[config.mk]
export PLATFORM = sky130hd
export DESIGN_NAME = optb_alu
export DESIGN_NICKNAME = d
export VERILOG_FILES = /design/src/hdl/assert_macros.svh /design/src/hdl/optb_pkg.sv /design/src/hdl/optb_alu.sv
export SDC_FILE = /design/constraint.sdc
export NUM_CORES = 1
export LEC_CHECK = 0
export BUFFER_PORTS_ARGS = -buffer_cell sky130_fd_sc_hd__buf_2
export CORE_UTILIZATION = 37
export DETAILED_ROUTE_END_ITERATION = 10
export MAX_ROUTING_LAYER = met4
export PLACE_DENSITY_LB_ADDON = 0.3
export SYNTH_ARGS = -nofsm -noshare
export SYNTH_HDL_FRONTEND = slang
export SYNTH_SLANG_ARGS = --single-unit
export TNS_END_PERCENT = 50
[constraint.sdc]
create_clock -name vclk -period 6.9
set_clock_uncertainty 0.2 [all_clocks]
set_input_delay 0.345 -clock vclk [all_inputs]
set_output_delay 0.345 -clock vclk [all_outputs]
set_load 0.05 [all_outputs]
[src/hdl/assert_macros.svh]
// assertion macros shared by the rtl
`ifndef ASSERT_MACROS_SVH
`define ASSERT_MACROS_SVH

// same-cycle implication
`define OPTB_ASSERT_IMP(label, ck, rn, ante, cons, msg) \
  label: assert property (@(posedge ck) disable iff (!rn) (ante) |-> (cons)) \
    else $error(msg);

// next-cycle implication
`define OPTB_ASSERT_NXT(label, ck, rn, ante, cons, msg) \
  label: assert property (@(posedge ck) disable iff (!rn) (ante) |=> (cons)) \
    else $error(msg);

`endif

[src/hdl/optb_pkg.sv]
// types and constants of the output pattern timer bank
package optb_pkg;

  localparam int CHANNELS   = 16;
  localparam int TIME_WIDTH = 48;
  localparam int CIW        = (CHANNELS > 1) ? $clog2(CHANNELS) : 1;
  localparam int IW         = $clog2(CHANNELS + 1);
  localparam int TCW        = $clog2(TIME_WIDTH);
  localparam int SPW        = 10;
  localparam int PW         = 31;

  typedef logic [TIME_WIDTH-1:0] time_t;

  typedef enum logic [2:0] {
    CMD_TICK  = 3'd0,
    CMD_WRITE = 3'd1,
    CMD_ON    = 3'd2,
    CMD_OFF   = 3'd3,
    CMD_BLINK = 3'd4,
    CMD_IDENT = 3'd5,
    CMD_AUTO  = 3'd6
  } cmd_e;

  typedef enum logic [1:0] {
    ST_OK      = 2'd0,
    ST_NOCFG   = 2'd1,
    ST_UNKNOWN = 2'd2
  } status_e;

  typedef enum logic [2:0] {
    REG_OUT_MASK   = 3'd0,
    REG_INV_MASK   = 3'd1,
    REG_SCAN       = 3'd2,
    REG_HOLD       = 3'd3,
    REG_REPORT     = 3'd4,
    REG_IDENT_STEP = 3'd5
  } reg_e;

  typedef struct packed {
    logic [4:0] channel;
    logic       level;
    logic       pin_level;
    logic       drove;
    logic       report;
    status_e    status;
    logic       last;
  } res_t;

  localparam logic [SPW-1:0] SCAN_RST  = 10'd50;
  localparam logic [31:0]    HOLD_RST  = 32'd300000;
  localparam logic [31:0]    REP_RST   = 32'd30000;
  localparam logic [31:0]    STEP_RST  = 32'd3000;
  localparam logic [PW-1:0]  BLINK_DEF = 31'd1000;
  localparam logic [PW-1:0]  BLINK_MIN = 31'd100;

endpackage

[src/hdl/optb_alu.sv]
// shared time adder and comparator
module optb_alu (
  input  optb_pkg::time_t a,
  input  optb_pkg::time_t b,
  output optb_pkg::time_t sum,
  output logic            ge
);
  import optb_pkg::*;

  assign sum = a + b;
  assign ge  = (a >= b);
endmodule

==> results.json <==
{
  "first_pass_iters": 7,
  "max_freq_mhz": 256,
  "drt-initial-drc-count": 220,
  "cp.arrival_ns": 3.36,
  "hpwlAfterDp_um": 11000,
  "route.vias.total": 4732,
  "die_h_um": 108,
  "grt_use_total_pct": 21.6,
  "die_x_um": 108,
  "power_frac_seq_pct": 0,
  "start_util_pct": 38.0,
  "critPathKind": "in2out",
  "wirelength_um": 12700,
  "slew_viol_final": 0,
  "overflow": 0,
  "pwr-share-clk_pct": 0,
  "grt_max_degree": 13,
  "n_sequential_cell": 0,
  "antenna_cells": 0,
  "p_leak_nw": 2.52,
  "ant_nets": 0,
  "tns_ns": 0,
  "end_kind": "primary output",
  "synth_warnings": 0,
  "final_cell_mix": "buf_2, ha_1, inv_1",
  "maxSlewHeadroom_pct": 62.7,
  "cts_resized": 0,
  "core_mm2": 0.0108,
  "clock_buffers": 0,
  "dpl-instance-area_mm2": 0.00496,
  "grt_pass1_vias": 4418,
  "seqCellArea_um2": 0,
  "place.gp.congestion": 0.929,
  "critPathLaunchType": "primary input",
  "wl_per_cell_um": 14.7,
  "grt_pass1_wl_um": 20300,
  "worstPathMaxFanout": 4,
  "postCtsHoldBufs": 0,
  "seq_area_frac_synth_pct": 0,
  "antenna_found_initial": 0,
  "stdcell_area_mm2": 0.00496,
  "hp-class": "in2out",
  "netlist_area_mm2": 0.00412,
  "synth.net_count": 788,
  "final_nets": 920,
  "port_buffers": 145,
  "drc_errors": 0,
  "switching_power_mw": 0.491,
  "avgSynthCellArea_um2": 6.91,
  "status": "completed",
  "via_per_inst": 5.46,
  "worst_slew_pin_slew_ns": 0.550,
  "finalCritPeriodShare_pct": 56.6,
  "power.density_mw_per_mm2": 139,
  "cp.required_ns": 6.36,
  "p_int_mw": 0.200,
  "hold_viol_final": 0,
  "mostFrequentLayoutCell": "buf_2",
  "drv_cap": 0,
  "combPwrFrac_pct": 100.0,
  "syn_to_final_growth_pct": 20.4,
  "ios": 145,
  "finalSetupViolCount": 0,
  "drive_above_1_share_pct": 22.9,
  "p_sw_share_pct": 71.1,
  "peakVddDrop_v": 0.000122,
  "post_cts_buffers": 0,
  "placementRows": 38,
  "ys_types": 63,
  "min_period_ns": 3.91,
  "rsz0062_at_grt": "false",
  "synth_cells": 596,
  "die_area_mm2": 0.0116
}
-- metal layers --
metal	global-route usage [%]	vias up	routed length (um)
met3	1.03	10	643
met2	35.3	166	5710
met5	-	-	0
li1	-	2372	-
met1	30.3	2184	6230
met4	2.15	0	123
-- cells in the mapped netlist (all sizes together) (7+ instances only) --
master  count  area (um^2)
ha         95         1190
inv        95          357
a21oi      84          432
nor2       49          191
xnor2      39          342
o21ai      29          149
o21bai     23          173
nand2      21         78.8
nor4       17          106
clkbuf     14         52.6
nor3       12         65.1
nand4      10         62.6
nor2b      10         62.6
o31ai      10         75.1
nand3       7         35.0
-- area by class of cell --
cell class,instances,area [um^2]
fill,1133,5880
timing repair buffer,145,726
multi-input combinational,486,3700
inverter,95,357
tap,140,175
-- path summary, 6_finish.rpt --
check	end	cells past startpoint	start	slack (ns)
max	sum[44]	13	a[0]	2.99
min	sum[0]	4	b[0]	0.95
-- stage by stage --
step                      power (mW)  worst slack, ns  utilization [%]  std cells  hold WS (ns)
after CTS                      0.689             3.00             45.8        866         0.949
after detailed placement       0.685             3.00             45.8        866         0.949
after global placement         0.682             3.05             45.8        866         0.930
final                          0.690             2.99             45.8        866         0.945
after global routing           0.739             2.74             45.8        866         0.998
after floorplan                0.516             3.09                -        596         0.786
-- critical path, stage by stage --
cell and delay, ns:
buf_2 0.11, ha_1 0.22, fa_1 0.40, nor2b_1 0.16, o311ai_1 0.48, a2111oi_4 0.20, a31oi_1 0.23, a21oi_2 0.15
a21boi_2 0.26, o221ai_1 0.17, o22ai_1 0.22, xnor2_1 0.14, buf_2 0.28
-- power by group through the flow --
stage | Combinational (mW) | Clock, mW | Sequential (mW)
detailed placement | 0.685 | 0 | 0
global route | 0.739 | 0 | 0
finish | 0.690 | 0 | 0
CTS | 0.689 | 0 | 0
global placement | 0.682 | 0 | 0
floorplan | 0.516 | 0 | 0
-- cells by family after synthesis --
group,after synthesis,synth area share [%]
xor+xnor,45,9.57
compound gates,198,32.6
fa+ha+maj,96,29.3
buf+inv,110,10.1
simple gates,147,18.3
No activity file was read; power rests on OpenSTA's default activity.
