`src/hdl/assert_macros.svh`:
```
// assertion macros shared by the rtl
`ifndef ASSERT_MACROS_SVH
`define ASSERT_MACROS_SVH

// same-cycle implication
`define OPTB_ASSERT_IMP(label, ck, rn, ante, cons, msg) \
  label: assert property (@(posedge ck) disable iff (!rn) (ante) |-> (cons)) \
    else $error(msg);

// next-cycle implication
`define OPTB_ASSERT_NXT(label, ck, rn, ante, cons, msg) \
  label: assert property (@(posedge ck) disable iff (!rn) (ante) |=> (cons)) \
    else $error(msg);

`endif

```
`src/hdl/optb_pkg.sv`:
```
// types and constants of the output pattern timer bank
package optb_pkg;

  localparam int CHANNELS   = 16;
  localparam int TIME_WIDTH = 48;
  localparam int CIW        = (CHANNELS > 1) ? $clog2(CHANNELS) : 1;
  localparam int IW         = $clog2(CHANNELS + 1);
  localparam int TCW        = $clog2(TIME_WIDTH);
  localparam int SPW        = 10;
  localparam int PW         = 31;

  typedef logic [TIME_WIDTH-1:0] time_t;

  typedef enum logic [2:0] {
    CMD_TICK  = 3'd0,
    CMD_WRITE = 3'd1,
    CMD_ON    = 3'd2,
    CMD_OFF   = 3'd3,
    CMD_BLINK = 3'd4,
    CMD_IDENT = 3'd5,
    CMD_AUTO  = 3'd6
  } cmd_e;

  typedef enum logic [1:0] {
    ST_OK      = 2'd0,
    ST_NOCFG   = 2'd1,
    ST_UNKNOWN = 2'd2
  } status_e;

  typedef enum logic [2:0] {
    REG_OUT_MASK   = 3'd0,
    REG_INV_MASK   = 3'd1,
    REG_SCAN       = 3'd2,
    REG_HOLD       = 3'd3,
    REG_REPORT     = 3'd4,
    REG_IDENT_STEP = 3'd5
  } reg_e;

  typedef struct packed {
    logic [4:0] channel;
    logic       level;
    logic       pin_level;
    logic       drove;
    logic       report;
    status_e    status;
    logic       last;
  } res_t;

  localparam logic [SPW-1:0] SCAN_RST  = 10'd50;
  localparam logic [31:0]    HOLD_RST  = 32'd300000;
  localparam logic [31:0]    REP_RST   = 32'd30000;
  localparam logic [31:0]    STEP_RST  = 32'd3000;
  localparam logic [PW-1:0]  BLINK_DEF = 31'd1000;
  localparam logic [PW-1:0]  BLINK_MIN = 31'd100;

endpackage

```
`src/hdl/optb_rem.sv`:
```
// scan phase counter with bit-serial remainder recompute
module optb_rem (
  input  logic                      clk,
  input  logic                      rst_n,
  input  logic                      start,
  input  logic                      tick,
  input  logic                      wrap,
  input  logic [optb_pkg::SPW-1:0]  sp,
  input  optb_pkg::time_t           now,
  output logic                      busy,
  output logic                      at_period
);
  import optb_pkg::*;

  logic [SPW-1:0] rem_r, rem_nxt, sp_eff;
  logic           busy_r, busy_nxt;
  logic [TCW-1:0] cnt_r, cnt_nxt;
  logic [SPW:0]   acc, sp_x;

  assign sp_eff    = (sp == '0) ? SPW'(1) : sp;
  assign sp_x      = {1'b0, sp_eff};
  assign at_period = ((rem_r + SPW'(1)) == sp_eff);
  assign acc       = {rem_r, now[cnt_r]};
  assign busy      = busy_r;

  always_comb begin
    rem_nxt  = rem_r;
    busy_nxt = busy_r;
    cnt_nxt  = cnt_r;
    if (start) begin
      rem_nxt  = '0;
      cnt_nxt  = TCW'(TIME_WIDTH - 1);
      busy_nxt = 1'b1;
    end else if (busy_r) begin
      rem_nxt = (acc >= sp_x) ? SPW'(acc - sp_x) : SPW'(acc);
      if (cnt_r == '0) begin
        busy_nxt = 1'b0;
      end else begin
        cnt_nxt = cnt_r - TCW'(1);
      end
    end else if (tick) begin
      rem_nxt = (wrap || at_period) ? '0 : rem_r + SPW'(1);
    end
  end

  always_ff @(posedge clk) begin
    if (!rst_n) begin
      rem_r  <= '0;
      busy_r <= 1'b0;
      cnt_r  <= '0;
    end else begin
      rem_r  <= rem_nxt;
      busy_r <= busy_nxt;
      cnt_r  <= cnt_nxt;
    end
  end
endmodule

```
`config.mk`:
```
export PLATFORM = sky130hd
export DESIGN_NAME = optb_rem
export DESIGN_NICKNAME = d
export VERILOG_FILES = /design/src/hdl/assert_macros.svh /design/src/hdl/optb_pkg.sv /design/src/hdl/optb_rem.sv
export SDC_FILE = /design/constraint.sdc
export NUM_CORES = 1
export LEC_CHECK = 0
export ABC_AREA = 0
export BUFFER_PORTS_ARGS = -buffer_cell sky130_fd_sc_hd__buf_2
export CORE_MARGIN = 5
export CORE_UTILIZATION = 59
export CTS_BUF_LIST = sky130_fd_sc_hd__clkbuf_2 sky130_fd_sc_hd__clkbuf_4 sky130_fd_sc_hd__clkbuf_8
export CTS_CLUSTER_DIAMETER = 80
export DETAILED_ROUTE_END_ITERATION = 8
export PLACE_DENSITY = 0.87
export SLEW_MARGIN = 20
export SYNTH_ARGS = -nofsm -noshare
export SYNTH_HDL_FRONTEND = slang
export SYNTH_SLANG_ARGS = --single-unit
```
`constraint.sdc`:
```
create_clock -name clk -period 6.5 [get_ports clk]
set_clock_uncertainty 0.2 [all_clocks]
set_input_delay 1.3 -clock clk [delete_from_list [all_inputs] [get_ports clk]]
set_output_delay 1.3 -clock clk [all_outputs]
set_load 0.02 [all_outputs]
```
==> flow_summary.json <==
{
  "status": "finished, final reports clean",
  "fin_nets": 431,
  "cts-buffers-inserted": 3,
  "cts_setup_buffers": 0,
  "ys_ff_latch": 17,
  "cts-resized-gates": 0,
  "multi_input_area_um2": 1836,
  "die_y_um": 72.84,
  "die-area_um2": 5306,
  "crit_type": "primary input to register",
  "post-synth-top-area-fraction_pct": 14.61,
  "cp.required_ps": 6440,
  "critPathMaxFanout": 3,
  "initial_core_util_pct": 62.23,
  "cp_slowest_cell": "mux4_2",
  "antenna_found_initial": 0,
  "worst_slew_pin_slew_ps": 930.4,
  "synthesis.instances": 301,
  "cp_num_buf_inv": 2,
  "area_delta_synth_final_pct": 15.20,
  "seqCellArea_um2": 340.3,
  "drive_above_1_share_pct": 23.80,
  "drtIter0Drc": 218,
  "worstRegToRegCells": 14,
  "dp_hpwl_mm": 5.258,
  "grt_start_max_net_pins": 20,
  "synth_edf_count": 0,
  "crit_end": "rem_r[8]",
  "drt.antenna.violating_nets": 0,
  "synthTopCellsByArea": "dfxtp_1 15%, xnor2_1 7.1%, ha_1 7.0%",
  "syn-mean-instance-area_um2": 7.740,
  "grt_setup_unrepaired": "false",
  "path_depth": 16,
  "crit_arrival_ps": 4730,
  "cts_root_buffer": "clkbuf_8",
  "fin_tns_setup_ps": 0,
  "worstHoldPathCells": 2,
  "synth_seq_area_share_pct": 14.61,
  "cp_top_family": "compound AO/OA/AOI/OAI gates",
  "layoutNonFillerInstCount": 401,
  "reg2reg_to": "rem_r[8]",
  "drv_slew": 0,
  "peakVddDrop_mv": 0.1290,
  "n_fill_cell": 307,
  "grt_pass1_wl_mm": 10.61,
  "max_slew_margin_pct": 37.89,
  "setup_viol": 0,
  "gp_congestion": 0.9760,
  "synth_cell_types": 59,
  "crit_path_start_kind": "primary input",
  "syn-cell-area_um2": 2330,
  "drv_cap": 0,
  "hp-class": "register to register",
  "cts_tree": "done",
  "cp-startpoint": "now[15]",
  "io_pins": 65,
  "cp_common_cell": "o41ai_1",
  "die_w_um": 72.84,
  "cts_max_path_buffers": 2,
  "fin_ws_ps": 1702,
  "synth-main-ff-cell": "dfxtp_1",
  "regToRegStartpoint": "cnt_r[1]",
  "hold_slack_ps": 380.7,
  "diodes": 0,
  "hold_viol_final": 0,
  "cpPeakStageDelay_ps": 440,
  "viasPerCell": 6.229,
  "r2r_setup_slack_ps": 1940,
  "clk_latency_ps": 260,
  "vias": 2498,
  "powerDensity_nw_per_um2": 124.0,
  "numPortBuffers": 64,
  "post-route-drc-count": 0,
  "dpl.cell_count": 397,
  "track_usage_pct": 24.72,
  "path_clk_slew_ps": 70,
  "wl_per_cell_um": 16.18,
  "holdBufCountCts": 0,
  "fin_crit_ps": 4798,
  "htree_levels": 1,
  "clock_sinks": 17,
  "cp-end-kind": "register",
  "place_ws_ps": 1472,
  "firstDrtPassIters": 7,
  "overflow": 0,
  "synth_warnings": 0,
  "grt_pass1_vias": 2371,
  "finalWirelength_mm": 6.487,
  "p_leak_nw": 1.158,
  "crit_path_cell_trace": "buf_2 -> mux4_2 -> mux2_2 -> nand3_1 -> o41ai_1 -> nor4_1 -> ha_1 -> inv_1 -> fa_1 -> a211oi_1 -> nor2_1 -> o41ai_1 -> xnor2_1 -> mux2_1 -> a22oi_1 -> o31ai_1",
  "max_freq_ghz": 0.2084,
  "rows": 22,
  "syn_nets": 378,
  "core_area_um2": 3744,
  "finalCritPeriodShare_pct": 73.82,
  "synth-async-reset-ratio_pct": 0,
  "yosysTopAreaCell": "dfxtp_1"
}
report_power, final:
part           internal, mW  switching, mW  leakage [nW]  total (mW)
clock                0.0433         0.0409        0.0217      0.0842
sequential            0.108         0.0165         0.139       0.125
combinational        0.0623         0.0614         0.997       0.124
sequential cells by signal, summed over array words and instances (netlist names):
register and cells:
busy 1, cnt_r 6, rem_r 10
cells in the mapped netlist (2+ instances only):
| cell | instances |
|---|---|
| nand2_1 | 26 |
| nor2_1 | 21 |
| inv_1 | 20 |
| xnor2_1 | 19 |
| dfxtp_1 | 17 |
| nand3_1 | 16 |
| a21oi_1 | 13 |
| ha_1 | 13 |
| mux2i_1 | 13 |
| nor3_1 | 13 |
| o21a_1 | 9 |
| mux2_1 | 8 |
| clkbuf_1 | 7 |
| o21ai_1 | 7 |
| a22oi_1 | 6 |
| buf_2 | 6 |
| o21ai_0 | 6 |
| mux4_2 | 5 |
| nand4_1 | 5 |
| nor2b_1 | 5 |
| xor2_1 | 5 |
| a21o_1 | 4 |
| nor3b_1 | 4 |
| o211ai_1 | 4 |
| and3_1 | 3 |
| nor4_1 | 3 |
| o41ai_1 | 3 |
| or3_1 | 3 |
| a211oi_1 | 2 |
| a311oi_1 | 2 |
| a31oi_1 | 2 |
| and4_1 | 2 |
| buf_4 | 2 |
| o31ai_1 | 2 |
worst register-to-register path: stages (launching register included):
cell,delay [ps]
dfxtp_1,930
mux4_2,610
nand4_1,110
nand2_1,60
nor4_1,330
ha_1,230
inv_1,50
fa_1,420
a211oi_1,300
nor2_1,130
o41ai_1,340
xnor2_1,120
mux2_1,300
a22oi_1,200
o31ai_1,100
per-layer routing:
layer	part of all wire [%]	GRT usage, %	up-vias
met5	0	0	-
met2	49	41.38	104
li1	-	-	1217
met3	6.2	3.444	14
met1	43	32.64	1163
met4	1.8	7.787	0
placed cells by master, fill, tap and decap left out, types with 13 or more instances in the layout:
master   instances
nand3_1         16
nand2_1         26
xnor2_1         19
ha_1            13
mux2i_1         13
inv_1           20
nor2_1          21
dfxtp_1         17
a21oi_1         13
buf_2           64
nor3_1          13
worst min-delay path by stage:
| stage | start | endpoint |
|---|---|---|
| 6_report | rem_r[7] | rem_r[7] |
| 5_1_grt | rem_r[8] | rem_r[8] |
| 3_3_place_gp | rem_r[8] | rem_r[8] |
| 3_5_place_dp | rem_r[9] | rem_r[9] |
| 4_1_cts | rem_r[7] | rem_r[7] |
| 2_1_floorplan | rem_r[8] | rem_r[8] |
final cells by class:
cell class / count / share of cell area, %
Clock inverter: 1 / 0.2797
Multi-Input combinational cell: 247 / 68.39
Clock buffer: 3 / 1.538
Timing Repair Buffer: 64 / 11.93
Inverter: 21 / 2.937
Sequential cell: 17 / 12.68
Tap cell: 48 / 2.238
logic make-up (layout without fill, tap and decap cells):
logic type      count (synthesis)  count (layout)  synth area share, %
xor+xnor                       24              24                9.022
simple gates                  110             110                24.71
fa+ha+maj                      14              14                7.841
buf+inv                        37              89                6.605
mux                            27              27                14.77
flops                          17              17                14.61
compound gates                 72              72                22.45
metrics by stage:
stage                     power [mW]  util [%]  cell area (um2)
final                         0.3328     71.69             2684
after global routing          0.3544     71.69             2684
after CTS                     0.3331     71.69             2684
after detailed placement      0.2491     70.39             2635
after global placement        0.2463     70.39             2635
after floorplan               0.2100         -             2330
No activity file was read; power rests on OpenSTA's default activity.
